### config.mk
export PLATFORM = sky130hd
export DESIGN_NAME = gta_ram
export DESIGN_NICKNAME = d
export VERILOG_FILES = /design/src/hw/rtl/gta_ram.sv
export SDC_FILE = /design/constraint.sdc
export NUM_CORES = 1
export LEC_CHECK = 0
export ABC_AREA = 1
export BUFFER_PORTS_ARGS = -buffer_cell sky130_fd_sc_hd__buf_2
export CAP_MARGIN = 25
export CORE_AREA = 2 2 307 309
export DETAILED_ROUTE_END_ITERATION = 8
export DIE_AREA = 0 0 309 311
export PLACE_DENSITY_LB_ADDON = 0.2
export SLEW_MARGIN = 20
export SYNTH_ARGS = -nofsm -noshare
export SYNTH_HDL_FRONTEND = slang
export SYNTH_SLANG_ARGS = --single-unit
### constraint.sdc
create_clock -name i_clk -period 6.03 [get_ports i_clk]
set_clock_uncertainty 0.1 [all_clocks]
set_input_delay 0.603 -clock i_clk [delete_from_list [all_inputs] [get_ports i_clk]]
set_output_delay 0.603 -clock i_clk [all_outputs]
set_load 0.01 [all_outputs]
### src/hw/rtl/gta_ram.sv
// Generic simple dual-port RAM, one write and one registered read port.
// No dependencies.
`timescale 1ns / 1ps

module gta_ram #(
    parameter int WIDTH = 64,
    parameter int DEPTH = 16,
    localparam int AW   = (DEPTH > 1) ? $clog2(DEPTH) : 1
) (
    input  logic             i_clk,
    input  logic             i_we,
    input  logic [AW-1:0]    i_waddr,
    input  logic [WIDTH-1:0] i_wdata,
    input  logic             i_re,
    input  logic [AW-1:0]    i_raddr,
    output logic [WIDTH-1:0] o_rdata
);

    logic [WIDTH-1:0] r_mem [DEPTH];
    logic [WIDTH-1:0] r_q;

    always_ff @(posedge i_clk) begin
        if (i_we) begin
            r_mem[i_waddr] <= i_wdata;
        end
        if (i_re) begin
            r_q <= r_mem[i_raddr];
        end
    end

    assign o_rdata = r_q;

endmodule

==> impl_metrics.json, run 1 <==
{
  "status": "finished, final reports clean",
  "crit_slowest_cell": "buf_4",
  "crit_required_ps": 6460,
  "drt_iter0_markers": 2986,
  "rsz0062_at_grt": "false",
  "drive_gt1_share_pct": 8.05,
  "cts.clk_slew.worst_paths_ps": 60,
  "portBuffers": 138,
  "htreeDepth": 3,
  "worst-slew-pin-transition_ps": 1070,
  "power.internal_uw": 12600,
  "cts_buffers": 115,
  "die_w_um": 309,
  "crit_buf_inv": 3,
  "hold_class": "in -> reg",
  "cp-start-kind": "primary input",
  "dp_hpwl_um": 52400,
  "detail_route.wl_per_cell_um": 19.7,
  "cts_root_buffer": "clkbuf_16",
  "hold_ws_ps": 187,
  "yosysWarnings": 0,
  "syn_inst": 4210,
  "place_congestion": 0.732,
  "post-place-ws_ps": 2580,
  "n_fill_cell": 7934,
  "ioPinCount": 139,
  "grt_max_degree": 257,
  "drt-total-wl_um": 111000,
  "antenna_found_initial": 16,
  "crit_path_cell_trace": "buf_8 > buf_4 > buf_4 > nand3_1 > nand3_1 > nand3_1 > nand2_1",
  "grt.overflow.total": 0,
  "ctsHoldBuffers": 0,
  "drcViolationCount": 0,
  "finalMaxSlewViolations": 0,
  "peakVddDrop_v": 0.000248,
  "syn-num-nets": 4285,
  "ys_seq_area_share_pct": 71.1,
  "clock.fmax_mhz": 352,
  "grt_pass1_vias": 27500,
  "rows": 112,
  "register_area_um2": 32700,
  "nNetsFinal": 4379,
  "cap_violations": 0,
  "final_antenna_net_count": 0,
  "fin_tns_setup_ps": 0,
  "setup-violations-final": 0,
  "switching_share_pct": 22.2,
  "ys_types": 14,
  "setup.worst_path.class": "in -> reg",
  "cts_setup_buffers": 0,
  "period_share_pct": 47.2,
  "arrival_ps": 3280,
  "start_util_pct": 49.5,
  "syn2layout_area_growth_pct": 11.3,
  "crit_top_cell": "nand3_1",
  "grt_usage_pct": 23.2,
  "layout_setup_ws_ps": 3190,
  "fin_crit_ps": 2840,
  "die_y_um": 311,
  "cts_buffer_depth": 3,
  "clkSinkCount": 1088,
  "p_seq_share_pct": 52.9,
  "grt_pass1_wl_um": 168000,
  "cp_max_fo": 80,
  "routed_via_density": 5.12,
  "synth_area_per_cell_um2": 10.9,
  "utilization_pct": 55.1,
  "multi_input_area_um2": 9110,
  "vias": 29000,
  "syn_area_um2": 45900,
  "insertion_delay_ps": 700,
  "p_leak_uw": 0.0216,
  "cts_tree": "built",
  "first_pass_iters": 5,
  "max_stage_delay_ps": 920,
  "p_comb_share_pct": 5.8,
  "switchingPower_uw": 3590,
  "core_um2": 92800,
  "ys_ff_latch": 1088,
  "die_area_um2": 96100,
  "hold_viol_final": 0,
  "cts_resized": 0,
  "p_per_area_nw_per_um2": 317,
  "endpoint_kind": "flip-flop",
  "power.total_uw": 16200,
  "critical-path-top-delay-family": "buffers and inverters",
  "power.share.clock_pct": 41.3,
  "relSlewSlack_pct": 28.6
}
-- cell families (layout without fill, tap and decap cells) --
| logic type | Yosys count | after routing | share of synthesized area, % |
|---|---|---|---|
| AND/OR/NAND/NOR | 2137 | 2137 | 19.6 |
| flip-flops | 1088 | 1088 | 71.1 |
| buffers and inverters | 985 | 1171 | 9.28 |
| other | 0 | 5 | 0 |
-- metrics by stage --
stage	cell area (um^2)	instances
after global placement	47400	5436
after global routing	51100	5654
after floorplan	45900	4210
after CTS	51100	5649
final	51100	5655
after detailed placement	47500	5440
-- cell usage after synthesis, drive strengths merged --
library cell,instances,area share [%]
nand2,1349,11
nand3,769,8.4
nor2,17,0.14
inv,774,6.3
clkbuf,21,0.17
edfxtp,1088,71
nand3b,2,0.033
buf,190,2.8
-- layer usage --
layer | vias to the layer above | wire (um) | GRT usage (%)
met3 | 178 | 7850 | 3.84
met1 | 14000 | 46700 | 31.4
met2 | 929 | 54100 | 38.8
met5 | - | 95 | 0
met4 | 14 | 2570 | 6.30
li1 | 13800 | - | -
-- cells in the final DEF, fill, tap and decap left out, types with 4 or more instances in the layout --
cell       netlist  layout
buf_12           0       8
buf_16           0       4
buf_2          116     133
buf_4           16      40
bufinv_16        0       7
clkbuf_1        21      31
clkbuf_16        0     117
clkinv_1         0      32
clkinv_2         0      16
diode_2          0       5
edfxtp_1      1088    1088
inv_1          771     770
nand2_1       1349    1349
nand3_1        769     769
nor2_4           0      16
-- registers in the layout (all words and copies together), names as in the netlist --
register and count:
o_rdata 64, r_mem 1024
-- worst register-to-register path, delay by kind of cell (launching register included) --
family	cells	cell delay (ps)
AND/OR/NAND/NOR	5	520
buffers and inverters	1	60
flip-flops	1	370
-- layout make-up --
type | count | area share [%]
Antenna cell | 5 | 0.0245
Tap cell | 1254 | 3.07
Sequential cell | 1088 | 63.9
Clock inverter | 61 | 0.986
Timing Repair Buffer | 188 | 2.50
Clock buffer | 148 | 5.95
Inverter | 774 | 5.74
Multi-Input combinational cell | 2137 | 17.8
-- power groups by stage --
| stage | logic (uW) | registers [uW] | clock network, uW |
|---|---|---|---|
| 3_5_place_dp | 943 | 8730 | 0 |
| 6_report | 940 | 8570 | 6700 |
| 4_1_cts | 947 | 8570 | 6790 |
| 2_1_floorplan | 569 | 8740 | 0 |
| 3_3_place_gp | 928 | 8730 | 0 |
| 5_1_grt | 1050 | 8580 | 7110 |
-- path summary, 6_finish.rpt --
check             endpoint           from  slack [ps]  cells after the start
min reg2reg    o_rdata[18]   r_mem[6][18]         630                      6
max reg2reg    o_rdata[20]  r_mem[13][20]        4680                      6
min          r_mem[13][36]    i_wdata[36]         190                      1
max            o_rdata[61]     i_raddr[1]        3190                      7
(Power assumes the default switching activity.)
==> inputs of run 2 (changes only) <==
Clock period 6.03 ns to 2.29 ns, I/O delays scaled along.
==> run 2 against run 1 <==
Effect of this change: setup slack got worse by 2600 ps; sequential share of layout area fell by 2.0 points; register-to-register slack worse by 3700 ps; critical path type unchanged; final area grew 3.2%; via count rose by 1.1%.
==> impl_metrics.json, run 2 (synthesized netlist as in run 1, its figures left out) <==
{
  "status": "finished, final reports clean",
  "nNetsFinal": 4496,
  "final_common_cell": "nand2_1",
  "grt.overflow.total": 0,
  "grt_usage_pct": 23.4,
  "min_from": "i_re",
  "detail_route.wl_per_cell_um": 19.3,
  "routed_via_density": 5.07,
  "fin_tns_setup_ps": 0,
  "cts_tree": "built",
  "htreeDepth": 3,
  "cts_setup_buffers": 0,
  "portBuffers": 138,
  "fin_crit_ps": 1680,
  "p_per_area_nw_per_um2": 816,
  "dp_hpwl_um": 60500,
  "rr_startpoint": "r_mem[4][25]",
  "clock.fmax_mhz": 594,
  "max_stage_delay_ps": 540,
  "n_fill_cell": 7782,
  "cts_buffer_depth": 3,
  "worst-slew-pin-transition_ps": 741,
  "start_util_pct": 49.5,
  "antenna_found_initial": 2,
  "holdPathEnd": "o_rdata[4]",
  "cap_violations": 0,
  "r2r_slack_ps": 930,
  "period_share_pct": 73.6,
  "rows": 112,
  "arrival_ps": 1990,
  "rr_endpoint": "o_rdata[25]",
  "clkSinkCount": 1088,
  "place_congestion": 0.768,
  "insertion_delay_ps": 700,
  "setup-violations-final": 0,
  "diodes": 0,
  "finalMaxSlewViolations": 0,
  "first_pass_iters": 5,
  "syn2layout_area_growth_pct": 14.9,
  "grt_pass1_wl_um": 172000,
  "crit_buf_inv": 4,
  "hold_class": "in -> reg",
  "core_um2": 92800,
  "hold_viol_final": 0,
  "cts_resized": 0,
  "p_comb_share_pct": 6.5,
  "grt_pass1_vias": 28500,
  "grt_max_degree": 108,
  "setup.worst_path.class": "in -> reg",
  "power.share.clock_pct": 41.1,
  "mostFrequentLayoutCells": "1,349 x nand2_1, 1,088 x edfxtp_1, 770 x inv_1, 769 x nand3_1, 133 x buf_2",
  "crit_required_ps": 2600,
  "switching_share_pct": 22.2,
  "cp_max_fo": 35,
  "switchingPower_uw": 9560,
  "cp-start-kind": "primary input",
  "relSlewSlack_pct": 50.6,
  "peakVddDrop_v": 0.000702,
  "hold_path_depth": 2,
  "ioPinCount": 139,
  "die_area_um2": 96100,
  "power.internal_uw": 33500,
  "cts_buffers": 111,
  "r2r_cells": 6,
  "final_antenna_net_count": 0,
  "top_register": "r_mem",
  "drt_iter0_markers": 2479,
  "utilization_pct": 56.9,
  "rsz0062_at_grt": "false",
  "p_seq_share_pct": 52.4,
  "power.total_uw": 43100,
  "crit_slowest_cell": "dlygate4sd3_1",
  "cts_root_buffer": "clkbuf_16",
  "endpoint_kind": "flip-flop",
  "die_y_um": 311,
  "p_leak_uw": 0.0223,
  "drive_gt1_share_pct": 9.20,
  "cts.clk_slew.worst_paths_ps": 60,
  "drcViolationCount": 0,
  "critical-path-top-delay-family": "buffers and inverters",
  "crit_path_cell_trace": "dlygate4sd3_1 > buf_6 > buf_12 > buf_12 > nand3_1 > nand3_1 > nand2_1",
  "die_w_um": 309,
  "drt-total-wl_um": 112000,
  "largest_reg_flops": 1024,
  "vias": 29300
}
## run 2: cell types whose count changed in the layout (fill, tap and decap cells not counted), sizes merged
cell / previous run / this run
clkbuf: 148 / 136
diode: 5 / 0
dlygate4sd3: 0 / 66
bufinv: 7 / 11
clkinvlp: 1 / 4
inv: 777 / 779
buf: 188 / 243
clkinv: 50 / 49
## run 2: worst max path at each step
stage               start            end  slack, ps  cells past startpoint
6_report       i_raddr[2]    o_rdata[42]        610                      7
3_5_place_dp         i_we  r_mem[15][38]        210                      4
4_1_cts        o_rdata[4]     o_rdata[4]        530                      1
5_1_grt        o_rdata[1]     o_rdata[1]        550                      1
3_3_place_gp         i_we  r_mem[15][38]        220                      4
2_1_floorplan  i_waddr[2]   r_mem[10][0]       -410                      2
## run 2: layout make-up
type | count | area [um^2] | share of cell area (%)
multi-input cells | 2137 | 9110 | 17.3
clock buffers | 136 | 2890 | 5.48
repair buffers | 309 | 2960 | 5.61
inverters | 774 | 2940 | 5.56
well taps | 1254 | 1570 | 2.97
flip-flops and latches | 1088 | 32700 | 61.9
clock inverters | 69 | 647 | 1.23
## run 2: power groups by stage
| stage | Sequential (uW) | Clock [uW] | Combinational (uW) |
|---|---|---|---|
| floorplan | 23000 | 0 | 1500 |
| global placement | 23000 | 0 | 2690 |
| detailed placement | 23000 | 0 | 2720 |
| CTS | 22600 | 18000 | 2830 |
| global route | 22600 | 18800 | 3100 |
| finish | 22600 | 17700 | 2800 |
## run 2: timing repair
| action | in CTS | in global routing |
|---|---|---|
| hold buffers | 66 | 0 |
| endpoints found under the setup margin | 0 | 0 |
| hold endpoints to repair | 1027 | 0 |
## run 2: layer usage
layer / routed length (um) / track usage, % / vias to the layer above
met1: 49800 / 33.2 / 14200
met2: 53000 / 37.9 / 879
met5: 16 / 0 / -
met3: 6780 / 3.70 / 147
met4: 1870 / 5.53 / 2
li1: - / - / 14100
## run 2: per-stage QoR
step                instances  instance area, um^2  worst slack (ps)  hold slack, ps
floorplan                4210                46000              -413             228
global placement         5496                48600               220             520
detailed placement       5496                48600               208             522
CTS                      5767                52800               534            32.2
global route             5767                52800               551            47.0
finish                   5767                52800               605            57.7
