==> src/hw/rtl/gta_pkg.sv <==
// Shared types, constants and helpers for the gemm tile accumulator.
// Standalone; used by gta_fmul, gta_fadd and gemm_tile_accumulate.
`timescale 1ns / 1ps

package gta_pkg;

    localparam int DEF_TILE_ROWS = 6;
    localparam int DEF_TILE_COLS = 8;
    localparam int MAX_COLS      = 8;
    localparam int DBL_W         = 64;

    localparam logic [DBL_W-1:0] CANON_NAN = 64'h7FF8_0000_0000_0000;
    localparam logic [DBL_W-1:0] DBL_ONE   = 64'h3FF0_0000_0000_0000;

    typedef enum logic {
        CMD_STEP   = 1'b0,
        CMD_FINISH = 1'b1
    } t_cmd;

    typedef struct packed {
        t_cmd              command;
        logic [2:0]        row;
        logic [DBL_W-1:0]  a_value;
        logic [DBL_W-1:0]  operand_0;
        logic [DBL_W-1:0]  operand_1;
        logic [DBL_W-1:0]  operand_2;
        logic [DBL_W-1:0]  operand_3;
        logic [DBL_W-1:0]  operand_4;
        logic [DBL_W-1:0]  operand_5;
        logic [DBL_W-1:0]  operand_6;
        logic [DBL_W-1:0]  operand_7;
    } t_in_item;

    typedef struct packed {
        logic [2:0]        out_row;
        logic [DBL_W-1:0]  new_c_0;
        logic [DBL_W-1:0]  new_c_1;
        logic [DBL_W-1:0]  new_c_2;
        logic [DBL_W-1:0]  new_c_3;
        logic [DBL_W-1:0]  new_c_4;
        logic [DBL_W-1:0]  new_c_5;
        logic [DBL_W-1:0]  new_c_6;
        logic [DBL_W-1:0]  new_c_7;
    } t_out_item;

    // Leading-zero count from the top bit; callers pad the low end with ones.
    function automatic logic [6:0] lzc128(input logic [127:0] v);
        logic [6:0] n;
        logic       found;
        n     = 7'd0;
        found = 1'b0;
        for (int i = 127; i >= 0; i--) begin
            if (!found) begin
                if (v[i]) begin
                    found = 1'b1;
                end else begin
                    n = n + 7'd1;
                end
            end
        end
        return n;
    endfunction

endpackage

==> src/hw/rtl/gta_fadd.sv <==
// Pipelined binary64 adder, round to nearest even; four registered stages
// followed by a combinational normalize-and-round stage. Depends on gta_pkg.
`timescale 1ns / 1ps

module gta_fadd (
    input  logic                      i_clk,
    input  logic                      i_en,
    input  logic [gta_pkg::DBL_W-1:0] i_x,
    input  logic [gta_pkg::DBL_W-1:0] i_y,
    output logic [gta_pkg::DBL_W-1:0] o_s
);

    // Stage 1: unpack, order by magnitude, exponent difference
    logic        swp, nan_x, nan_y, inf_x, inf_y;
    logic [63:0] big, sml;
    logic [10:0] eb, es;
    logic [52:0] r1_mb, r1_ms;
    logic [10:0] r1_e, r1_d;
    logic        r1_sub, r1_s, r1_nan, r1_inf, r1_zs;

    always_comb begin
        nan_x = (i_x[62:52] == 11'h7FF) && (i_x[51:0] != '0);
        nan_y = (i_y[62:52] == 11'h7FF) && (i_y[51:0] != '0);
        inf_x = (i_x[62:52] == 11'h7FF) && (i_x[51:0] == '0);
        inf_y = (i_y[62:52] == 11'h7FF) && (i_y[51:0] == '0);
        swp   = (i_y[62:0] > i_x[62:0]);
        big   = swp ? i_y : i_x;
        sml   = swp ? i_x : i_y;
        eb    = (big[62:52] == '0) ? 11'd1 : big[62:52];
        es    = (sml[62:52] == '0) ? 11'd1 : sml[62:52];
    end

    always_ff @(posedge i_clk) begin
        if (i_en) begin
            r1_mb  <= {(big[62:52] != '0), big[51:0]};
            r1_ms  <= {(sml[62:52] != '0), sml[51:0]};
            r1_e   <= eb;
            r1_d   <= eb - es;
            r1_sub <= big[63] ^ sml[63];
            r1_s   <= big[63];
            r1_nan <= nan_x | nan_y | (inf_x & inf_y & (i_x[63] ^ i_y[63]));
            r1_inf <= inf_x | inf_y;
            r1_zs  <= i_x[63] & i_y[63];
        end
    end

    // Stage 2: align the smaller operand, keeping guard, round and sticky
    logic [5:0]   dc;
    logic [111:0] al;
    logic [55:0]  r2_big, r2_sml;
    logic [10:0]  r2_e;
    logic         r2_sub, r2_s, r2_nan, r2_inf, r2_zs;

    always_comb begin
        dc = (r1_d > 11'd56) ? 6'd56 : r1_d[5:0];
        al = {r1_ms, 3'b0, 56'b0} >> dc;
    end

    always_ff @(posedge i_clk) begin
        if (i_en) begin
            r2_big <= {r1_mb, 3'b0};
            r2_sml <= {al[111:57], al[56] | (|al[55:0])};
            r2_e   <= r1_e;
            r2_sub <= r1_sub;
            r2_s   <= r1_s;
            r2_nan <= r1_nan;
            r2_inf <= r1_inf;
            r2_zs  <= r1_zs;
        end
    end

    // Stage 3: magnitude add or subtract
    logic [56:0] r3_sum;
    logic [10:0] r3_e;
    logic        r3_s, r3_nan, r3_inf, r3_zs;

    always_ff @(posedge i_clk) begin
        if (i_en) begin
            r3_sum <= r2_sub ? ({1'b0, r2_big} - {1'b0, r2_sml})
                             : ({1'b0, r2_big} + {1'b0, r2_sml});
            r3_e   <= r2_e;
            r3_s   <= r2_s;
            r3_nan <= r2_nan;
            r3_inf <= r2_inf;
            r3_zs  <= r2_zs;
        end
    end

    // Stage 4: leading-zero count of the sum
    logic [56:0] r4_sum;
    logic [6:0]  r4_lz;
    logic [10:0] r4_e;
    logic        r4_s, r4_nan, r4_inf, r4_zs;

    always_ff @(posedge i_clk) begin
        if (i_en) begin
            r4_lz  <= gta_pkg::lzc128({r3_sum, 71'h7F_FFFF_FFFF_FFFF_FFFF});
            r4_sum <= r3_sum;
            r4_e   <= r3_e;
            r4_s   <= r3_s;
            r4_nan <= r3_nan;
            r4_inf <= r3_inf;
            r4_zs  <= r3_zs;
        end
    end

    // Stage 5: normalize (never below the minimum exponent), then round
    logic [6:0]  lzm1, sh;
    logic [10:0] emax;
    logic [55:0] n;
    logic [11:0] ebase;
    logic        inc;
    logic [63:0] rnd;

    always_comb begin
        lzm1 = r4_lz - 7'd1;
        emax = r4_e - 11'd1;
        sh   = ({4'b0, lzm1} <= emax) ? lzm1 : emax[6:0];
        if (r4_sum[56]) begin
            n     = {r4_sum[56:2], r4_sum[1] | r4_sum[0]};
            ebase = {1'b0, r4_e};
        end else begin
            n     = r4_sum[55:0] << sh;
            ebase = {1'b0, emax} - {5'b0, sh};
        end
        inc = n[2] & ((|n[1:0]) | n[3]);
        rnd = {ebase, 52'b0} + {11'b0, n[55:3]} + {63'b0, inc};
    end

    always_comb begin
        priority if (r4_nan) begin
            o_s = gta_pkg::CANON_NAN;
        end else if (r4_inf || rnd[63:52] >= 12'd2047) begin
            o_s = {r4_s, 11'h7FF, 52'b0};
        end else if (r4_sum == '0) begin
            o_s = {r4_zs, 63'b0};
        end else begin
            o_s = {r4_s, rnd[62:0]};
        end
    end

endmodule

==> config.mk <==
export PLATFORM = sky130hd
export DESIGN_NAME = gta_fadd
export DESIGN_NICKNAME = d
export VERILOG_FILES = /design/src/hw/rtl/gta_pkg.sv /design/src/hw/rtl/gta_fadd.sv
export SDC_FILE = /design/constraint.sdc
export NUM_CORES = 1
export LEC_CHECK = 0
export BUFFER_PORTS_ARGS = -buffer_cell sky130_fd_sc_hd__buf_4
export CAP_MARGIN = 30
export CORE_ASPECT_RATIO = 1.25
export CORE_MARGIN = 2
export CORE_UTILIZATION = 42
export DETAILED_ROUTE_END_ITERATION = 12
export MAX_ROUTING_LAYER = met4
export PLACE_DENSITY_LB_ADDON = 0.05
export SYNTH_ARGS = -nofsm -noshare
export SYNTH_HDL_FRONTEND = slang
export SYNTH_SLANG_ARGS = --single-unit
export TNS_END_PERCENT = 10
==> constraint.sdc <==
create_clock -name i_clk -period 78 [get_ports i_clk]
set_input_delay 7.8 -clock i_clk [delete_from_list [all_inputs] [get_ports i_clk]]
set_output_delay 7.8 -clock i_clk [all_outputs]
set_load 0.02 [all_outputs]
==> metrics.txt <==
status completed; Tcrit/Tclk final 46.6%; Leak Pwr 0.0182 µW; Post-DP Area ~42000 µm²; nets between 4000 and 5000; worst path arrival time 36.69 ns; Via-to-Cell Ratio 5.82; Post-DRT Antenna Nets 0; highest cell delay on the worst timing path 0.61 ns; pre-CTS setup slack 42.02 ns; Worst R2R End r4_lz[6]; antenna violations before repair 1; Hold Fails Final Rpt 0; I/O Pins a little under 200; Post-synth EDFFs 409; syn avg cell area about 9.1 µm²; CTS Hold Bufs 0; first-pass GRT wire length about 190000 µm; Reg2Reg Depth 185; H-tree depth 2; Area contributors post-synth edfxtp_1 31%, mux2i_1 9.2%, ha_1 7.9%, nor2_1 4.0%, xnor2_1 3.8%; clk sink count between 400 and 500; clock root cell clkbuf_16; vias in the first global route 32169; crit end category register; final WL 126000 µm; clk slew on worst S/H paths 0.06 ns; HP Class register to register; clock latency reported for the late side of the worst-skew pair 0.60 ns; total congestion overflow 0; xor-xnor portion of the synthesized cell area 8.17%; maximum clock rate approximately 0.027 GHz; Net Count, Synth 4756; Max Cap Violations 0; Warnings, synthesis 0; r2r startpoint r3_sum[54]; Avg WL per Cell 22.1 µm; sequential share of the synthesized area 30.9%; CP max FO 7; post-synthesis simple-gate area fraction between 15 and 20%; I/O Buffers 193; pwr dens 20.8 nW/µm²; post-route setup TNS 0 ns; fill count 9244; Initial DRC Count about 2400; Starting Density between 40 and 50%; GPL Wtd Cong 0.995; Mapped Area ~40000 µm²; std cell rows around 130; Register Area 12300 µm²; Die Y 348 µm; mux cell area share after synthesis 14.9%; CP Capture Point r4_lz[6]; DR pass1 iterations 7; R2R Setup Slk 41.63 ns; TritonCTS clock tree yes; ys async rst share 0%; Setup WS post-layout 41.63 ns; CP max stage cell a211oi_1; Critical Path Source Type register; Mapped Cells 4371; Slew Limit Fails 0; post-CTS resize count 0; commonest non-fill, non-tap cell in the layout nor2_1; via count 33248; Num CTS Buffers 45; minimum clock period approximately 36 ns; Longest Clk Path Bufs 3; Least-Margin Pin Slew 1.02 ns; count of cell types in the netlist 120; Critical Path RT 78.32 ns; leading area contributor after synthesis edfxtp_1; HPWL reported at the end of detailed placement between 100000 and 150000 µm; largest family of logic cells by synthesized area simple AND/OR/NAND/NOR gates; clk_skew 0.0434 ns; highest-count cells in the layout ignoring fill and taps 423 x nor2_1, 409 x edfxtp_1, 401 x nand2_1; dominant cell type by count on the critical path ha_1; Area growth, synth to finish 10.4%; ratio of cells with drive above 1 in the final layout between 10% and 20%; CP Class register to register; top_reg_cell synth edfxtp_1; share of the synthesized area in the top cell type 30.9%; Worst slew margin 31.9%; Setup Fix Bufs, Post-CTS 0; # setup viols final 0; multi-input logic area 25800 µm²; pin count of the biggest net entering global routing 108; Compound-Gate Fraction of Synth Area between 10% and 20%; Die Footprint ~100000 µm²; Std-Cell Core Area ~94000 µm²; Post-Synth Adder-Cell Area 8.26%; DRC viols 0; GRT Overall Usage a little over a quarter; CP Launch Point r3_sum[54]; RSZ-0062 raised after global routing false; Pwr Total between 900 and 1000 µW; Layout Utilization 46.6%; die width 279 µm; #FFs+latches synth 409; design area 43900 µm²; VDD IR-drop max 0.0157 mV
-- final cells by class --
type / count / share of cell area, %
multi-input combinational: 3504 / 58.7
sequential: 409 / 28.0
timing repair buffer: 242 / 4.26
tap: 1216 / 3.47
clock buffer: 57 / 2.72
inverter: 256 / 2.19
clock inverter: 26 / 0.664
antenna: 1 / 0.00570
-- metrics by stage --
step | hold slack [ns] | instances
floorplan | 0.400 | 4371
global placement | 0.401 | 5622
detailed placement | 0.405 | 5626
CTS | 0.415 | 5709
global route | 0.422 | 5710
finish | 0.412 | 5711
-- Yosys cell counts (all sizes together) (52+ instances only) --
cell type,number
xor2,86
nor4,75
nor3,123
buf,52
nand4,62
nand2,405
nor2b,54
o21ai,249
nand2b,59
ha,252
a21oi,260
clkbuf,150
nand3,77
a21o,77
mux2,95
xnor2,191
nor2,427
edfxtp,409
mux2i,367
inv,255
mux4,52
-- cell families (layout without fill, tap and decap cells) --
kind of cell,count (synthesis),in the layout
adders and majority gates,262,262
other,0,1
buffers and inverters,458,581
AOI/OAI and AO/OA,957,957
and+or+nand+nor,1470,1470
DFF,409,409
muxes,514,514
xor gates and xnor gates,301,301
-- power by group --
group / total, µW / switching [µW] / internal (µW)
combinational: 392 / 234 / 158
clock: 213 / 91.7 / 121
sequential: 309 / 34.7 / 275
total: 914 / 361 / 553
-- sequential cells by signal, indices dropped and copies added, names as in the netlist, 7 cells and up --
name    count
r4_e       11
r1_mb      53
r1_d       11
r3_sum     57
r1_ms      53
r2_big     53
r1_e       11
r2_e       11
r2_sml     56
r4_sum     57
r4_lz       7
r3_e       11
-- worst min path at each step --
stage                         start          to  slack, ns  cells past startpoint
after floorplan            r1_mb[7]  r2_big[10]       0.40                      0
final                       r3_e[6]     r4_e[6]       0.41                      0
after global placement    r1_mb[44]  r2_big[47]       0.40                      0
after CTS                   r3_e[6]     r4_e[6]       0.41                      0
after detailed placement  r1_mb[41]  r2_big[44]       0.40                      0
after global routing           r1_s        r2_s       0.42                      0
-- critical path: cells and delay by family (launching register included) --
family	cells	cell delay, ns
AND/OR/NAND/NOR	53	4.44
buffers and inverters	5	0.35
AO/OA/AOI/OAI	43	7.99
XOR/XNOR	1	0.14
adder cells (fa/ha/maj)	52	16.45
flip-flops	1	0.48
multiplexers	31	6.25
-- metal layers --
layer / GRT usage (%) / vias up / wire (µm)
met5: - / - / 0
met4: 8.95 / 0 / 4730
met3: 1.99 / 239 / 4730
met2: 45.7 / 899 / 64100
met1: 31.8 / 15862 / 52600
li1: - / 16248 / -
Note: power is estimated with default switching activity, not from simulation.
